[src/rtl/x25cs_pkg.sv]
// ----------------------------------------------------------------------------
// x25cs_pkg
// Shared types, codes and helpers of the X.25 channel send control block.
// ----------------------------------------------------------------------------
package x25cs_pkg;

  // Sequence numbering
  localparam int unsigned SEQ_MODULUS = 8;
  localparam int unsigned SEQ_W       = $clog2(SEQ_MODULUS);
  typedef logic [SEQ_W-1:0] seq_t;

  // Front-to-back command queue
  localparam int unsigned QUEUE_DEPTH = 2;
  localparam int unsigned QPTR_W      = $clog2(QUEUE_DEPTH);
  localparam int unsigned QCNT_W      = $clog2(QUEUE_DEPTH + 1);

  // Stream payload widths
  localparam int unsigned IN_DATA_W  = 16;
  localparam int unsigned OUT_DATA_W = 48;

  // Configuration port
  localparam int unsigned APB_ADDR_W = 4;
  localparam int unsigned APB_DATA_W = 32;

  // Register reset values
  localparam logic [2:0]  WINDOW_SIZE_RST   = 3'd2;
  localparam logic [15:0] CALL_TIMER_RST    = 16'd200;
  localparam logic [15:0] CLEAR_TIMER_RST   = 16'd180;
  localparam logic [15:0] RESTART_TIMER_RST = 16'd180;

  typedef enum logic [1:0] {
    REG_WINDOW_SIZE   = 2'd0,
    REG_CALL_TIMER    = 2'd1,
    REG_CLEAR_TIMER   = 2'd2,
    REG_RESTART_TIMER = 2'd3
  } reg_idx_e;

  // Packet types; all unassigned codes collapse into PKT_OTHER
  typedef enum logic [3:0] {
    PKT_CALL        = 4'd0,
    PKT_ACCEPTED    = 4'd1,
    PKT_CLEAR       = 4'd2,
    PKT_CLEARCONF   = 4'd3,
    PKT_DATA        = 4'd4,
    PKT_INTR        = 4'd5,
    PKT_INTRCONF    = 4'd6,
    PKT_RR          = 4'd7,
    PKT_RNR         = 4'd8,
    PKT_RESET       = 4'd9,
    PKT_RESETCONF   = 4'd10,
    PKT_RESTART     = 4'd11,
    PKT_RESTARTCONF = 4'd12,
    PKT_OTHER       = 4'd15
  } pkt_e;

  typedef enum logic [2:0] {
    CS_READY  = 3'd0,
    CS_RCALL  = 3'd1,
    CS_SCALL  = 3'd2,
    CS_DATA   = 3'd3,
    CS_RCLEAR = 3'd4,
    CS_SCLEAR = 3'd5
  } chan_state_e;

  typedef enum logic [1:0] {
    STS_SENT    = 2'd0,
    STS_DROPPED = 2'd1,
    STS_HELD    = 2'd2,
    STS_UPDATED = 2'd3
  } status_e;

  typedef enum logic [1:0] {
    STAMP_NONE  = 2'd0,
    STAMP_PR    = 2'd1,
    STAMP_PS_PR = 2'd2
  } stamp_e;

  typedef struct packed {
    logic [2:0]  window_size;
    logic [15:0] call_timer;
    logic [15:0] clear_timer;
    logic [15:0] restart_timer;
  } cfg_t;

  // Classified item handed from front to back
  typedef struct packed {
    logic       is_update;
    pkt_e       pkt;
    logic       from_template;
    logic       state_ok;
    logic [2:0] new_state;
    logic       peer_busy;
    logic [2:0] peer_window;
  } cmd_t;

  typedef struct packed {
    status_e     status;
    stamp_e      stamp_kind;
    logic [2:0]  send_seq_stamp;
    logic [2:0]  recv_seq_stamp;
    logic        timer_reload;
    logic [15:0] timer_value;
    logic [2:0]  channel_state_out;
    logic [7:0]  retry_out;
    logic        window_closed;
    logic        intr_conf_pending;
    logic        reset_pending;
  } result_t;

  // Modular add of a sequence number and a window offset below the modulus
  function automatic seq_t seq_add(input seq_t a, input logic [2:0] b);
    logic [SEQ_W:0] sum;
    sum = {1'b0, a} + (SEQ_W+1)'(b);
    if (sum >= (SEQ_W+1)'(SEQ_MODULUS)) begin
      sum = sum - (SEQ_W+1)'(SEQ_MODULUS);
    end
    return sum[SEQ_W-1:0];
  endfunction

endpackage

[src/rtl/x25_channel_send_control.sv]
// ----------------------------------------------------------------------------
// x25_channel_send_control
// Send-side control of one X.25 logical channel, modulo-8 numbering.
// ----------------------------------------------------------------------------
// The block takes one item per clock while the queue has room and returns one
// result item for each. An accepted item is classified into a two-entry queue
// and executed by the back end once the output register is empty or being read;
// its result passes the queue entry and then the output register. The input
// stays ready while the queue has room, so a stalled output absorbs two more
// items before the input stops. Registers are written over APB and must be
// written only while the block holds no items.
module x25_channel_send_control (
  input  logic                               clk_i,
  input  logic                               rst_ni,
  // input stream
  input  logic                               s_axis_tvalid,
  output logic                               s_axis_tready,
  // [3:0] packet_type, [4] from_template, [7:5] new_state, [8] peer_busy,
  // [11:9] peer_window, [15:12] zero
  input  logic [x25cs_pkg::IN_DATA_W-1:0]    s_axis_tdata,
  // [0] req_type
  input  logic                               s_axis_tuser,
  // result stream
  output logic                               m_axis_tvalid,
  input  logic                               m_axis_tready,
  // [1:0] status, [3:2] stamp_kind, [6:4] send_seq_stamp, [9:7] recv_seq_stamp,
  // [10] timer_reload, [26:11] timer_value, [29:27] channel_state_out,
  // [37:30] retry_out, [38] window_closed, [39] intr_conf_pending,
  // [40] reset_pending, [47:41] zero
  output logic [x25cs_pkg::OUT_DATA_W-1:0]   m_axis_tdata,
  // configuration
  input  logic                               psel,
  input  logic                               penable,
  input  logic                               pwrite,
  input  logic [x25cs_pkg::APB_ADDR_W-1:0]   paddr,
  input  logic [x25cs_pkg::APB_DATA_W-1:0]   pwdata,
  output logic [x25cs_pkg::APB_DATA_W-1:0]   prdata,
  output logic                               pready
);

  x25cs_pkg::cfg_t    cfg;
  x25cs_pkg::cmd_t    push_cmd, head_cmd;
  x25cs_pkg::result_t res;
  logic               q_full, push, pop, q_valid;

  x25cs_regs u_regs (
    .clk_i   (clk_i),
    .rst_ni  (rst_ni),
    .psel    (psel),
    .penable (penable),
    .pwrite  (pwrite),
    .paddr   (paddr),
    .pwdata  (pwdata),
    .prdata  (prdata),
    .pready  (pready),
    .cfg_o   (cfg)
  );

  x25cs_front u_front (
    .s_axis_tvalid (s_axis_tvalid),
    .s_axis_tready (s_axis_tready),
    .s_axis_tdata  (s_axis_tdata),
    .s_axis_tuser  (s_axis_tuser),
    .q_full_i      (q_full),
    .push_o        (push),
    .cmd_o         (push_cmd)
  );

  x25cs_queue u_queue (
    .clk_i   (clk_i),
    .rst_ni  (rst_ni),
    .push_i  (push),
    .cmd_i   (push_cmd),
    .full_o  (q_full),
    .pop_i   (pop),
    .valid_o (q_valid),
    .cmd_o   (head_cmd)
  );

  x25cs_back u_back (
    .clk_i         (clk_i),
    .rst_ni        (rst_ni),
    .cfg_i         (cfg),
    .q_valid_i     (q_valid),
    .cmd_i         (head_cmd),
    .pop_o         (pop),
    .m_axis_tvalid (m_axis_tvalid),
    .m_axis_tready (m_axis_tready),
    .res_o         (res)
  );

  // pack result, first field lowest
  assign m_axis_tdata = {7'd0,
                         res.reset_pending,
                         res.intr_conf_pending,
                         res.window_closed,
                         res.retry_out,
                         res.channel_state_out,
                         res.timer_value,
                         res.timer_reload,
                         res.recv_seq_stamp,
                         res.send_seq_stamp,
                         res.stamp_kind,
                         res.status};

endmodule

[src/rtl/x25cs_regs.sv]
// ----------------------------------------------------------------------------
// x25cs_regs
// APB register file: window size and the three timer reload values.
// ----------------------------------------------------------------------------
module x25cs_regs (
  input  logic                                clk_i,
  input  logic                                rst_ni,
  input  logic                                psel,
  input  logic                                penable,
  input  logic                                pwrite,
  input  logic [x25cs_pkg::APB_ADDR_W-1:0]    paddr,
  input  logic [x25cs_pkg::APB_DATA_W-1:0]    pwdata,
  output logic [x25cs_pkg::APB_DATA_W-1:0]    prdata,
  output logic                                pready,
  output x25cs_pkg::cfg_t                     cfg_o
);

  x25cs_pkg::cfg_t     cfg_q, cfg_d;
  x25cs_pkg::reg_idx_e idx;
  logic                wr_en;

  assign pready = 1'b1;
  assign idx    = x25cs_pkg::reg_idx_e'(paddr[3:2]);
  assign wr_en  = psel & penable & pwrite & pready;

  // write decode
  always_comb begin
    cfg_d = cfg_q;
    if (wr_en) begin
      case (idx)
        x25cs_pkg::REG_WINDOW_SIZE:   cfg_d.window_size   = pwdata[2:0];
        x25cs_pkg::REG_CALL_TIMER:    cfg_d.call_timer    = pwdata[15:0];
        x25cs_pkg::REG_CLEAR_TIMER:   cfg_d.clear_timer   = pwdata[15:0];
        x25cs_pkg::REG_RESTART_TIMER: cfg_d.restart_timer = pwdata[15:0];
        default: ;
      endcase
    end
  end

  always_ff @(posedge clk_i or negedge rst_ni) begin
    if (!rst_ni) begin
      cfg_q.window_size   <= x25cs_pkg::WINDOW_SIZE_RST;
      cfg_q.call_timer    <= x25cs_pkg::CALL_TIMER_RST;
      cfg_q.clear_timer   <= x25cs_pkg::CLEAR_TIMER_RST;
      cfg_q.restart_timer <= x25cs_pkg::RESTART_TIMER_RST;
    end else begin
      cfg_q <= cfg_d;
    end
  end

  // read mux
  always_comb begin
    case (idx)
      x25cs_pkg::REG_WINDOW_SIZE:   prdata = {29'd0, cfg_q.window_size};
      x25cs_pkg::REG_CALL_TIMER:    prdata = {16'd0, cfg_q.call_timer};
      x25cs_pkg::REG_CLEAR_TIMER:   prdata = {16'd0, cfg_q.clear_timer};
      x25cs_pkg::REG_RESTART_TIMER: prdata = {16'd0, cfg_q.restart_timer};
      default:                      prdata = '0;
    endcase
  end

  assign cfg_o = cfg_q;

endmodule

[src/rtl/x25cs_front.sv]
// ----------------------------------------------------------------------------
// x25cs_front
// Input side: unpacks and classifies items and pushes them into the queue.
// ----------------------------------------------------------------------------
module x25cs_front (
  input  logic                               s_axis_tvalid,
  output logic                               s_axis_tready,
  input  logic [x25cs_pkg::IN_DATA_W-1:0]    s_axis_tdata,
  input  logic                               s_axis_tuser,
  input  logic                               q_full_i,
  output logic                               push_o,
  output x25cs_pkg::cmd_t                    cmd_o
);

  logic [3:0] ptype;

  assign s_axis_tready = ~q_full_i;
  assign push_o        = s_axis_tvalid & ~q_full_i;
  assign ptype         = s_axis_tdata[3:0];

  // classify packet type and check the update state
  always_comb begin
    cmd_o.is_update     = s_axis_tuser;
    cmd_o.from_template = s_axis_tdata[4];
    cmd_o.new_state     = s_axis_tdata[7:5];
    cmd_o.peer_busy     = s_axis_tdata[8];
    cmd_o.peer_window   = s_axis_tdata[11:9];
    cmd_o.state_ok      = (s_axis_tdata[7:5] <= 3'(x25cs_pkg::CS_SCLEAR));
    if (ptype <= 4'(x25cs_pkg::PKT_RESTARTCONF)) begin
      cmd_o.pkt = x25cs_pkg::pkt_e'(ptype);
    end else begin
      cmd_o.pkt = x25cs_pkg::PKT_OTHER;
    end
  end

endmodule

[src/rtl/x25cs_queue.sv]
// ----------------------------------------------------------------------------
// x25cs_queue
// Short FIFO of classified items between front and back.
// ----------------------------------------------------------------------------
module x25cs_queue (
  input  logic             clk_i,
  input  logic             rst_ni,
  input  logic             push_i,
  input  x25cs_pkg::cmd_t  cmd_i,
  output logic             full_o,
  input  logic             pop_i,
  output logic             valid_o,
  output x25cs_pkg::cmd_t  cmd_o
);

  localparam int unsigned Depth = x25cs_pkg::QUEUE_DEPTH;
  localparam int unsigned PtrW  = x25cs_pkg::QPTR_W;
  localparam int unsigned CntW  = x25cs_pkg::QCNT_W;

  x25cs_pkg::cmd_t mem_q [Depth];
  logic [PtrW-1:0] wr_ptr_q, wr_ptr_d, rd_ptr_q, rd_ptr_d;
  logic [CntW-1:0] cnt_q, cnt_d;
  logic            do_push, do_pop;

  assign full_o  = (cnt_q == CntW'(Depth));
  assign valid_o = (cnt_q != '0);
  assign do_push = push_i & ~full_o;
  assign do_pop  = pop_i & valid_o;
  assign cmd_o   = mem_q[rd_ptr_q];

  // pointer and fill bookkeeping
  always_comb begin
    wr_ptr_d = wr_ptr_q;
    rd_ptr_d = rd_ptr_q;
    cnt_d    = cnt_q;
    if (do_push) begin
      wr_ptr_d = (wr_ptr_q == PtrW'(Depth - 1)) ? '0 : wr_ptr_q + PtrW'(1);
    end
    if (do_pop) begin
      rd_ptr_d = (rd_ptr_q == PtrW'(Depth - 1)) ? '0 : rd_ptr_q + PtrW'(1);
    end
    if (do_push && !do_pop) begin
      cnt_d = cnt_q + CntW'(1);
    end else if (do_pop && !do_push) begin
      cnt_d = cnt_q - CntW'(1);
    end
  end

  always_ff @(posedge clk_i or negedge rst_ni) begin
    if (!rst_ni) begin
      wr_ptr_q <= '0;
      rd_ptr_q <= '0;
      cnt_q    <= '0;
    end else begin
      wr_ptr_q <= wr_ptr_d;
      rd_ptr_q <= rd_ptr_d;
      cnt_q    <= cnt_d;
    end
  end

  // entry storage
  always_ff @(posedge clk_i) begin
    if (do_push) begin
      mem_q[wr_ptr_q] <= cmd_i;
    end
  end

endmodule

[src/rtl/x25cs_back.sv]
// ----------------------------------------------------------------------------
// x25cs_back
// Channel state and sequence counters; executes one item per cycle into the
// output register while that register is empty or being read.
// ----------------------------------------------------------------------------
module x25cs_back (
  input  logic                               clk_i,
  input  logic                               rst_ni,
  input  x25cs_pkg::cfg_t                    cfg_i,
  input  logic                               q_valid_i,
  input  x25cs_pkg::cmd_t                    cmd_i,
  output logic                               pop_o,
  output logic                               m_axis_tvalid,
  input  logic                               m_axis_tready,
  output x25cs_pkg::result_t                 res_o
);

  x25cs_pkg::chan_state_e cs_q, cs_d;
  x25cs_pkg::seq_t        send_seq_q, send_seq_d;
  x25cs_pkg::seq_t        recv_seq_q, recv_seq_d;
  x25cs_pkg::seq_t        last_ack_q, last_ack_d;
  x25cs_pkg::seq_t        peer_win_q, peer_win_d;
  logic                   busy_q, busy_d;
  logic                   win_flag_q, win_flag_d;
  logic                   rst_flag_q, rst_flag_d;
  logic                   intr_flag_q, intr_flag_d;
  logic [7:0]             retry_q, retry_d;
  logic                   out_valid_q;
  x25cs_pkg::result_t     out_q, res_d;
  logic                   take;
  logic                   data_st;

  assign take    = q_valid_i & (~out_valid_q | m_axis_tready);
  assign pop_o   = take;
  assign data_st = (cs_q == x25cs_pkg::CS_DATA);

  // item execution
  always_comb begin
    cs_d        = cs_q;
    send_seq_d  = send_seq_q;
    recv_seq_d  = recv_seq_q;
    last_ack_d  = last_ack_q;
    peer_win_d  = peer_win_q;
    busy_d      = busy_q;
    win_flag_d  = win_flag_q;
    rst_flag_d  = rst_flag_q;
    intr_flag_d = intr_flag_q;
    retry_d     = retry_q;

    res_d                = '0;
    res_d.status         = x25cs_pkg::STS_SENT;
    res_d.stamp_kind     = x25cs_pkg::STAMP_NONE;

    if (cmd_i.is_update) begin
      if (cmd_i.state_ok) begin
        cs_d = x25cs_pkg::chan_state_e'(cmd_i.new_state);
      end
      busy_d     = cmd_i.peer_busy;
      peer_win_d = x25cs_pkg::seq_t'(cmd_i.peer_window);
      if (send_seq_q != x25cs_pkg::seq_add(peer_win_d, cfg_i.window_size)) begin
        win_flag_d = 1'b0;
      end
      res_d.status = x25cs_pkg::STS_UPDATED;
    end else if (!cmd_i.from_template && (busy_q || win_flag_q || rst_flag_q)) begin
      res_d.status = x25cs_pkg::STS_HELD;
    end else begin
      case (cmd_i.pkt)
        x25cs_pkg::PKT_CALL: begin
          if (cs_q == x25cs_pkg::CS_READY) begin
            cs_d               = x25cs_pkg::CS_SCALL;
            res_d.timer_reload = 1'b1;
            res_d.timer_value  = cfg_i.call_timer;
          end else begin
            res_d.status = x25cs_pkg::STS_DROPPED;
          end
        end
        x25cs_pkg::PKT_ACCEPTED: begin
          if (cs_q == x25cs_pkg::CS_RCALL) cs_d = x25cs_pkg::CS_DATA;
          else res_d.status = x25cs_pkg::STS_DROPPED;
        end
        x25cs_pkg::PKT_CLEAR: begin
          if (cs_q == x25cs_pkg::CS_RCALL || cs_q == x25cs_pkg::CS_SCALL ||
              cs_q == x25cs_pkg::CS_DATA) begin
            cs_d               = x25cs_pkg::CS_SCLEAR;
            retry_d            = 8'd1;
            res_d.timer_reload = 1'b1;
            res_d.timer_value  = cfg_i.clear_timer;
          end else if (cs_q == x25cs_pkg::CS_SCLEAR) begin
            // retry count saturates
            if (retry_q != 8'hFF) retry_d = retry_q + 8'd1;
            res_d.timer_reload = 1'b1;
            res_d.timer_value  = cfg_i.clear_timer;
          end else begin
            res_d.status = x25cs_pkg::STS_DROPPED;
          end
        end
        x25cs_pkg::PKT_CLEARCONF: begin
          if (cs_q == x25cs_pkg::CS_RCLEAR || cs_q == x25cs_pkg::CS_SCLEAR ||
              cs_q == x25cs_pkg::CS_READY) begin
            cs_d = x25cs_pkg::CS_READY;
          end else begin
            res_d.status = x25cs_pkg::STS_DROPPED;
          end
        end
        x25cs_pkg::PKT_DATA: begin
          if (data_st) begin
            res_d.stamp_kind     = x25cs_pkg::STAMP_PS_PR;
            res_d.send_seq_stamp = 3'(send_seq_q);
            res_d.recv_seq_stamp = 3'(recv_seq_q);
            last_ack_d           = recv_seq_q;
            send_seq_d           = x25cs_pkg::seq_add(send_seq_q, 3'd1);
            // window full once P(S) reaches the upper window edge
            if (send_seq_d == x25cs_pkg::seq_add(peer_win_q, cfg_i.window_size)) begin
              win_flag_d = 1'b1;
            end
          end else begin
            res_d.status = x25cs_pkg::STS_DROPPED;
          end
        end
        x25cs_pkg::PKT_INTR: begin
          if (data_st) intr_flag_d = 1'b1;
          else res_d.status = x25cs_pkg::STS_DROPPED;
        end
        x25cs_pkg::PKT_INTRCONF: begin
          if (!data_st) res_d.status = x25cs_pkg::STS_DROPPED;
        end
        x25cs_pkg::PKT_RR: begin
          if (data_st) begin
            recv_seq_d           = x25cs_pkg::seq_add(recv_seq_q, 3'd1);
            res_d.stamp_kind     = x25cs_pkg::STAMP_PR;
            res_d.recv_seq_stamp = 3'(recv_seq_d);
            last_ack_d           = recv_seq_d;
          end else begin
            res_d.status = x25cs_pkg::STS_DROPPED;
          end
        end
        x25cs_pkg::PKT_RNR: begin
          if (data_st) begin
            res_d.stamp_kind     = x25cs_pkg::STAMP_PR;
            res_d.recv_seq_stamp = 3'(recv_seq_q);
            last_ack_d           = recv_seq_q;
          end else begin
            res_d.status = x25cs_pkg::STS_DROPPED;
          end
        end
        x25cs_pkg::PKT_RESET: begin
          if (data_st) rst_flag_d = 1'b1;
          else res_d.status = x25cs_pkg::STS_DROPPED;
        end
        x25cs_pkg::PKT_RESETCONF: begin
          if (data_st) rst_flag_d = 1'b0;
          else res_d.status = x25cs_pkg::STS_DROPPED;
        end
        x25cs_pkg::PKT_RESTART: begin
          if (cs_q == x25cs_pkg::CS_READY) begin
            res_d.timer_reload = 1'b1;
            res_d.timer_value  = cfg_i.restart_timer;
          end else begin
            res_d.status = x25cs_pkg::STS_DROPPED;
          end
        end
        x25cs_pkg::PKT_RESTARTCONF: begin
          if (cs_q != x25cs_pkg::CS_READY) res_d.status = x25cs_pkg::STS_DROPPED;
        end
        default: res_d.status = x25cs_pkg::STS_DROPPED;
      endcase
    end

    // state after the item
    res_d.channel_state_out = cs_d;
    res_d.retry_out         = retry_d;
    res_d.window_closed     = win_flag_d;
    res_d.intr_conf_pending = intr_flag_d;
    res_d.reset_pending     = rst_flag_d;
  end

  // channel state registers
  always_ff @(posedge clk_i or negedge rst_ni) begin
    if (!rst_ni) begin
      cs_q        <= x25cs_pkg::CS_READY;
      send_seq_q  <= '0;
      recv_seq_q  <= '0;
      last_ack_q  <= '0;
      peer_win_q  <= '0;
      busy_q      <= 1'b0;
      win_flag_q  <= 1'b0;
      rst_flag_q  <= 1'b0;
      intr_flag_q <= 1'b0;
      retry_q     <= '0;
    end else if (take) begin
      cs_q        <= cs_d;
      send_seq_q  <= send_seq_d;
      recv_seq_q  <= recv_seq_d;
      last_ack_q  <= last_ack_d;
      peer_win_q  <= peer_win_d;
      busy_q      <= busy_d;
      win_flag_q  <= win_flag_d;
      rst_flag_q  <= rst_flag_d;
      intr_flag_q <= intr_flag_d;
      retry_q     <= retry_d;
    end
  end

  // output register
  always_ff @(posedge clk_i or negedge rst_ni) begin
    if (!rst_ni) begin
      out_valid_q <= 1'b0;
    end else if (take) begin
      out_valid_q <= 1'b1;
    end else if (m_axis_tready) begin
      out_valid_q <= 1'b0;
    end
  end

  always_ff @(posedge clk_i) begin
    if (take) begin
      out_q <= res_d;
    end
  end

  assign m_axis_tvalid = out_valid_q;
  assign res_o         = out_q;

endmodule

[config.mk]
export PLATFORM = sky130hd
export DESIGN_NAME = x25_channel_send_control
export DESIGN_NICKNAME = d
export VERILOG_FILES = /design/src/rtl/x25cs_pkg.sv /design/src/rtl/x25_channel_send_control.sv /design/src/rtl/x25cs_regs.sv /design/src/rtl/x25cs_front.sv /design/src/rtl/x25cs_queue.sv /design/src/rtl/x25cs_back.sv
export SDC_FILE = /design/constraint.sdc
export NUM_CORES = 1
export LEC_CHECK = 0
export BUFFER_PORTS_ARGS = -buffer_cell sky130_fd_sc_hd__buf_2
export CORE_AREA = 2 2 122 213
export DETAILED_ROUTE_END_ITERATION = 8
export DIE_AREA = 0 0 124 215
export RECOVER_POWER = 25
export SLEW_MARGIN = 20
export SYNTH_ARGS = -nofsm -noshare
export SYNTH_HDL_FRONTEND = slang
export SYNTH_SLANG_ARGS = --single-unit
export TNS_END_PERCENT = 5
[constraint.sdc]
create_clock -name clk_i -period 3.5 [get_ports clk_i]
set_input_delay 0.35 -clock clk_i [delete_from_list [all_inputs] [get_ports clk_i]]
set_output_delay 0.35 -clock clk_i [all_outputs]
set_load 0.01 [all_outputs]
---- Word level (Yosys, flattened, before mapping) ----
Memory sizes are Yosys's and may differ from the RTL's.
Cells that the tools add are included.
operators by class
  muxes and demuxes ....................... 72
  reductions and logical operators ........ 31
  $lt $le $gt $ge ......................... 6
  add/sub/neg operators ................... 13
  bitwise operators ....................... 13
  equal/unequal tests ..................... 24
operator list
  cell                                                                number
  32-bit one-hot mux with 4 select lines                              1
  17-bit 2-to-1 mux                                                   4
  3-bit 2-to-1 mux                                                    22
  8-bit 2-to-1 mux                                                    7
  17-bit one-hot mux with 3 select lines                              1
  1-bit 2-to-1 mux                                                    28
  4-bit == test, second input constant                                5
  4-bit by 3-bit == test with 1-bit output, second input constant     4
  4-bit greater-or-equal comparator, second input constant            4
  2-bit one-hot mux with 6 select lines                               1
  3-bit one-hot mux with 4 select lines                               1
  3-bit by 1-bit subtractor with 3-bit output, second input constant  4
  2-bit AND reduction                                                 5
  5-bit AND reduction                                                 2
  3-bit one-hot mux with 3 select lines                               1
  3-bit by 1-bit adder with 4-bit output, second input constant       2
  3-bit by 3-bit adder with 4-bit output                              2
  8-bit by 1-bit adder with 8-bit output, second input constant       1
  4-bit by 2-bit == test with 1-bit output, second input constant     2
  8-bit != test, second input constant                                1
  7-bit OR reduction                                                  1
  1-bit AND                                                           6
  2-bit == test, second input constant                                3
  3-bit by 2-bit == test with 1-bit output, second input constant     2
  other kinds (27)                                                    49
storage, ports and cells
  memories ................................ 1
  output and inout bits ................... 83
  bits in registers ....................... 121
  logic and storage cells ................. 189
  input bits .............................. 60
  memory bits (writable) .................. 28
memories
  name           depth  width  read ports  clocked after Yosys merged registers in  write ports  RTL line           RTL
  u_queue.mem_q  2      14     1           0                                        1            x25cs_queue.sv:20  x25cs_pkg::cmd_t mem_q [Depth];

---- Depth between registers and ports, before layout ----
  word-level depth ........................ 13
  gate-level depth with buffers ........... 11

---- Cells and area by module ----
A second synthesis with hierarchy kept.
second synthesis, totals
  cells, all modules ...................... 611
  area, all modules ....................... 7800.0 um^2
modules (own cells, without submodules)
  module                    times used  area an instance (um^2)  sequential area each (um^2)  cells an instance
  x25cs_back                1           3865.0                   1856.8                       359
  x25cs_regs                1           2508.7                   1291.2                       165
  x25cs_queue               1           1263.7                   940.9                        63
  x25cs_front               1           106.4                    0.0                          16
  x25_channel_send_control  1           56.3                     0.0                          8

---- Least setup slack after synthesis ----
No wires, ideal clock.
  kind .................................... flip-flop to flip-flop
  start point ............................. register u_queue.rd_ptr_q
  end point ............................... register u_back.win_flag_q
  period minus slack after synthesis ...... 2770 ps
  arrival time ............................ 2553 ps
  path buffers ............................ 3
  required time ........................... 3284 ps
  stages on the path, launching flop included .. 11
  setup slack ............................. 730 ps
  cells stage by stage .................... dfrtp_1 -> buf_4 -> buf_4 -> buf_1 -> mux2_2 -> ha_1 -> inv_1 -> fa_1 -> xor2_1 -> a41oi_1 -> a211oi_1
RTL lines
  item                    RTL line           RTL
  from (decl)             x25cs_queue.sv:21  logic [PtrW-1:0] wr_ptr_q, wr_ptr_d, rd_ptr_q, rd_ptr_d;
  from (signal assigned)  x25cs_queue.sv:56  rd_ptr_q <= rd_ptr_d;
  to (signal assigned)    x25cs_back.sv:197  win_flag_q <= win_flag_d;
  to (decl)               x25cs_back.sv:24   logic win_flag_q, win_flag_d;

==> metrics <==
post-synthesis sequential area ratio a little under three fifths; R2R cell count 6; Setup TNS 0 ns; # IOs between 100 and 150; Ys Warns 0; Setup Fix Bufs, Post-CTS 0; Cells after DPL between 900 and 1k; GRT Overall Usage around 14%; unrepaired setup endpoints after global routing false; Mean Syn Cell Area between 10 and 15 um2; post-route ant nets 0; Hold Path Depth 1; Post-synth EDFFs between 60 and 70; DR vias about 5.2k; Die X about 120 um; post-synth top area cell edfxtp_1; Clock Path Buffers 2; Max Slew Vio Count between 80 and 90; Critical Path Sink Type register; commonest non-fill, non-tap cell in the layout buf_2; total CTS buffers 17; share of cells above drive strength 1 approximately a third; H-tree depth 4; CP peak stage delay between 0.6 and 0.7 ns; outcome complete, but fails checks; FF-to-FF End u_back.res_o[7]$_DFFE_PP_; reg-to-reg slack, setup around 0.64 ns; Via density 5.10; CTS tree yes; first-pass GRT wire length 28600 um; Min-Delay Path Class primary input to register; critical path peak fanout 17; Initial Util around 29%; CP max-delay cell or4_4; Cells after Synth about 600; clock-pin slew on the worst setup and hold paths around 0.060 ns; most frequent cells in the layout buf_2, mux2_2, edfxtp_1; Leak 3.49 nW; violated checks max-capacitance violations, max-slew violations; DRC viols 0; non-filler cells, final 1026; Post-Syn Area ~7400 um2; hold endpoint u_queue.mem_q[1][1]$_DFFE_PP_; Final Wtd Congestion ~0.87; Yosys cell types 68; Area Growth Syn to Fin 19.0%; total core area ~25000 um2; critical path cell sequence buf_4, nor3_1, o22ai_1, or4_4, or3_1, a21oi_1; CTS-repair resized insts 0; Max IR drop VDD 0.342 mV; hold-fix buffers at CTS 0; Power Dens Cells ~750 nW/um2; grt total ovfl 0; final-report hold violation count 0; initial antenna violation count 3; critical path class register to register; Worst Setup SP u_queue.rd_ptr_q$_DFFE_PN0P_; Peak Freq approximately 350 MHz; std cell rows 77; clk sinks 149; largest net degree at the start of global routing a little over 80; Tcrit/Tclk final ~80%; #FFs+latches synth between 100 and 150; DR WL/cell 17.6 um; Pre-antenna DRT Iters 7; crit path DAT 3.15 ns; die area ~27000 um2; worst-skew pair later-pin latency approximately 0.43 ns; root buf cell clkbuf_16; CP Launch Type register; worst-margin pin slew roughly 2.1 ns; count of final setup violators 0; synth top area cells edfxtp_1, dfrtp_1, mux2_2, dfstp_2, buf_4; Port Buffers 96; top_reg_cell synth edfxtp_1; Rel. slew slack -42.8%; Synth async-reset ratio 53.7%; hold_sp s_axis_tdata[10]; Die Ht about 220 um; final wirelength 18100 um; Nets 764; Final Skew 0.00801 ns; Max Cap Viol 1; Reg2Reg Launch Point u_queue.rd_ptr_q$_DFFE_PN0P_; Worst Path Required roughly 3.8 ns; # fillers ~2.5k; drt initial violations 318; hpwl dp about 13000 um; Yosys top cell area share 28.1%; Final min period 2.86 ns; vias in the first global route between 5k and 6k
-- per-stage QoR --
step / instance area [um2] / setup WS, ns / hold slack (ns) / util, % / total power [mW]
finish: 8760 / 0.639 / 0.107 / 35.0 / 6.58
global route: 8760 / 0.479 / 0.0876 / 35.0 / 6.96
CTS: 8770 / 0.622 / 0.0843 / 35.0 / 6.66
detailed placement: 8160 / 0.633 / 0.480 / 32.6 / 4.75
global placement: 8160 / 0.651 / 0.478 / 32.6 / 4.71
floorplan: 7450 / 0.730 / 0.0544 / - / 4.07
-- layout make-up --
class                           count  area [um2]  area share (%)
Clock buffer                       22         497            5.67
Timing Repair Buffer              112         596            6.80
Antenna cell                        1        2.50          0.0286
Inverter                           18        67.6           0.771
Tap cell                          316         395            4.51
Sequential cell                   149        4090            46.7
Clock inverter                     10         116            1.33
Multi-Input combinational cell    398        3000            34.2
-- routing by layer --
layer / vias up / GRT usage (%) / wire, um
li1: 2401 / - / -
met4: 6 / 6.37 / 594
met3: 41 / 4.14 / 1040
met1: 2609 / 14.5 / 6330
met5: - / 0 / 41
met2: 172 / 26.0 / 10100
-- power breakdown --
group,internal [mW],switching (mW)
clock,1.16,0.720
sequential,2.40,0.336
combinational,0.823,1.14
-- worst max path at each step --
| stage | slack (ns) | cells after the start | to |
|---|---|---|---|
| 6_report | 0.64 | 6 | u_back.res_o[7]$_DFFE_PP_ |
| 5_1_grt | 0.48 | 6 | u_back.res_o[5]$_DFFE_PP_ |
| 3_3_place_gp | 0.65 | 6 | u_back.res_o[7]$_DFFE_PP_ |
| 3_5_place_dp | 0.63 | 6 | u_back.res_o[7]$_DFFE_PP_ |
| 4_1_cts | 0.62 | 6 | u_back.res_o[7]$_DFFE_PP_ |
| 2_1_floorplan | 0.73 | 10 | u_back.win_flag_q$_DFFE_PN0P_ |
-- synth_stat cells (6+ instances only) --
cell      count
o21ai_0      19
a21oi_1      13
dfstp_2      12
xnor2_1      17
buf_4        26
a22o_1       13
dfrtp_1      68
or3_1         7
edfxtp_1     69
mux2i_1       8
mux2_2       72
inv_1        17
a222oi_1     17
ha_1          6
and2_1        7
nor3_1        8
nand3_1      17
nand2b_1      7
nand2_1      27
nor2_1       44
clkbuf_1     23
-- cells by family (layout without fill, tap and decap cells) --
kind of cell / after synthesis / count (layout) / share of synthesized area, %
multiplexers: 83 / 83 / 13.0
AO/OA/AOI/OAI: 112 / 112 / 11.6
adder cells (fa/ha/maj): 8 / 8 / 1.56
other: 2 / 25 / 0.102
flip-flops: 149 / 149 / 55.5
buffers and inverters: 73 / 162 / 5.08
XOR/XNOR: 22 / 22 / 2.62
AND/OR/NAND/NOR: 149 / 149 / 10.5
-- critical path, delay by kind of cell (launching register included) --
family,cells,cell delay [ns]
simple gates,3,1.39
buf+inv,1,0.31
compound gates,2,0.42
flops,1,0.59
-- registers in the layout (all words and copies together), names as in the netlist, 2 cells and up --
name and cells:
u_back.cs_q 3, u_back.peer_win_q 3, u_back.recv_seq_q 3, u_back.res_o 41
u_back.retry_q 8, u_back.send_seq_q 3, u_queue.cnt_q 2, u_queue.mem_q 28
u_regs.cfg_o 51
Power figures use the tool's default switching activity.
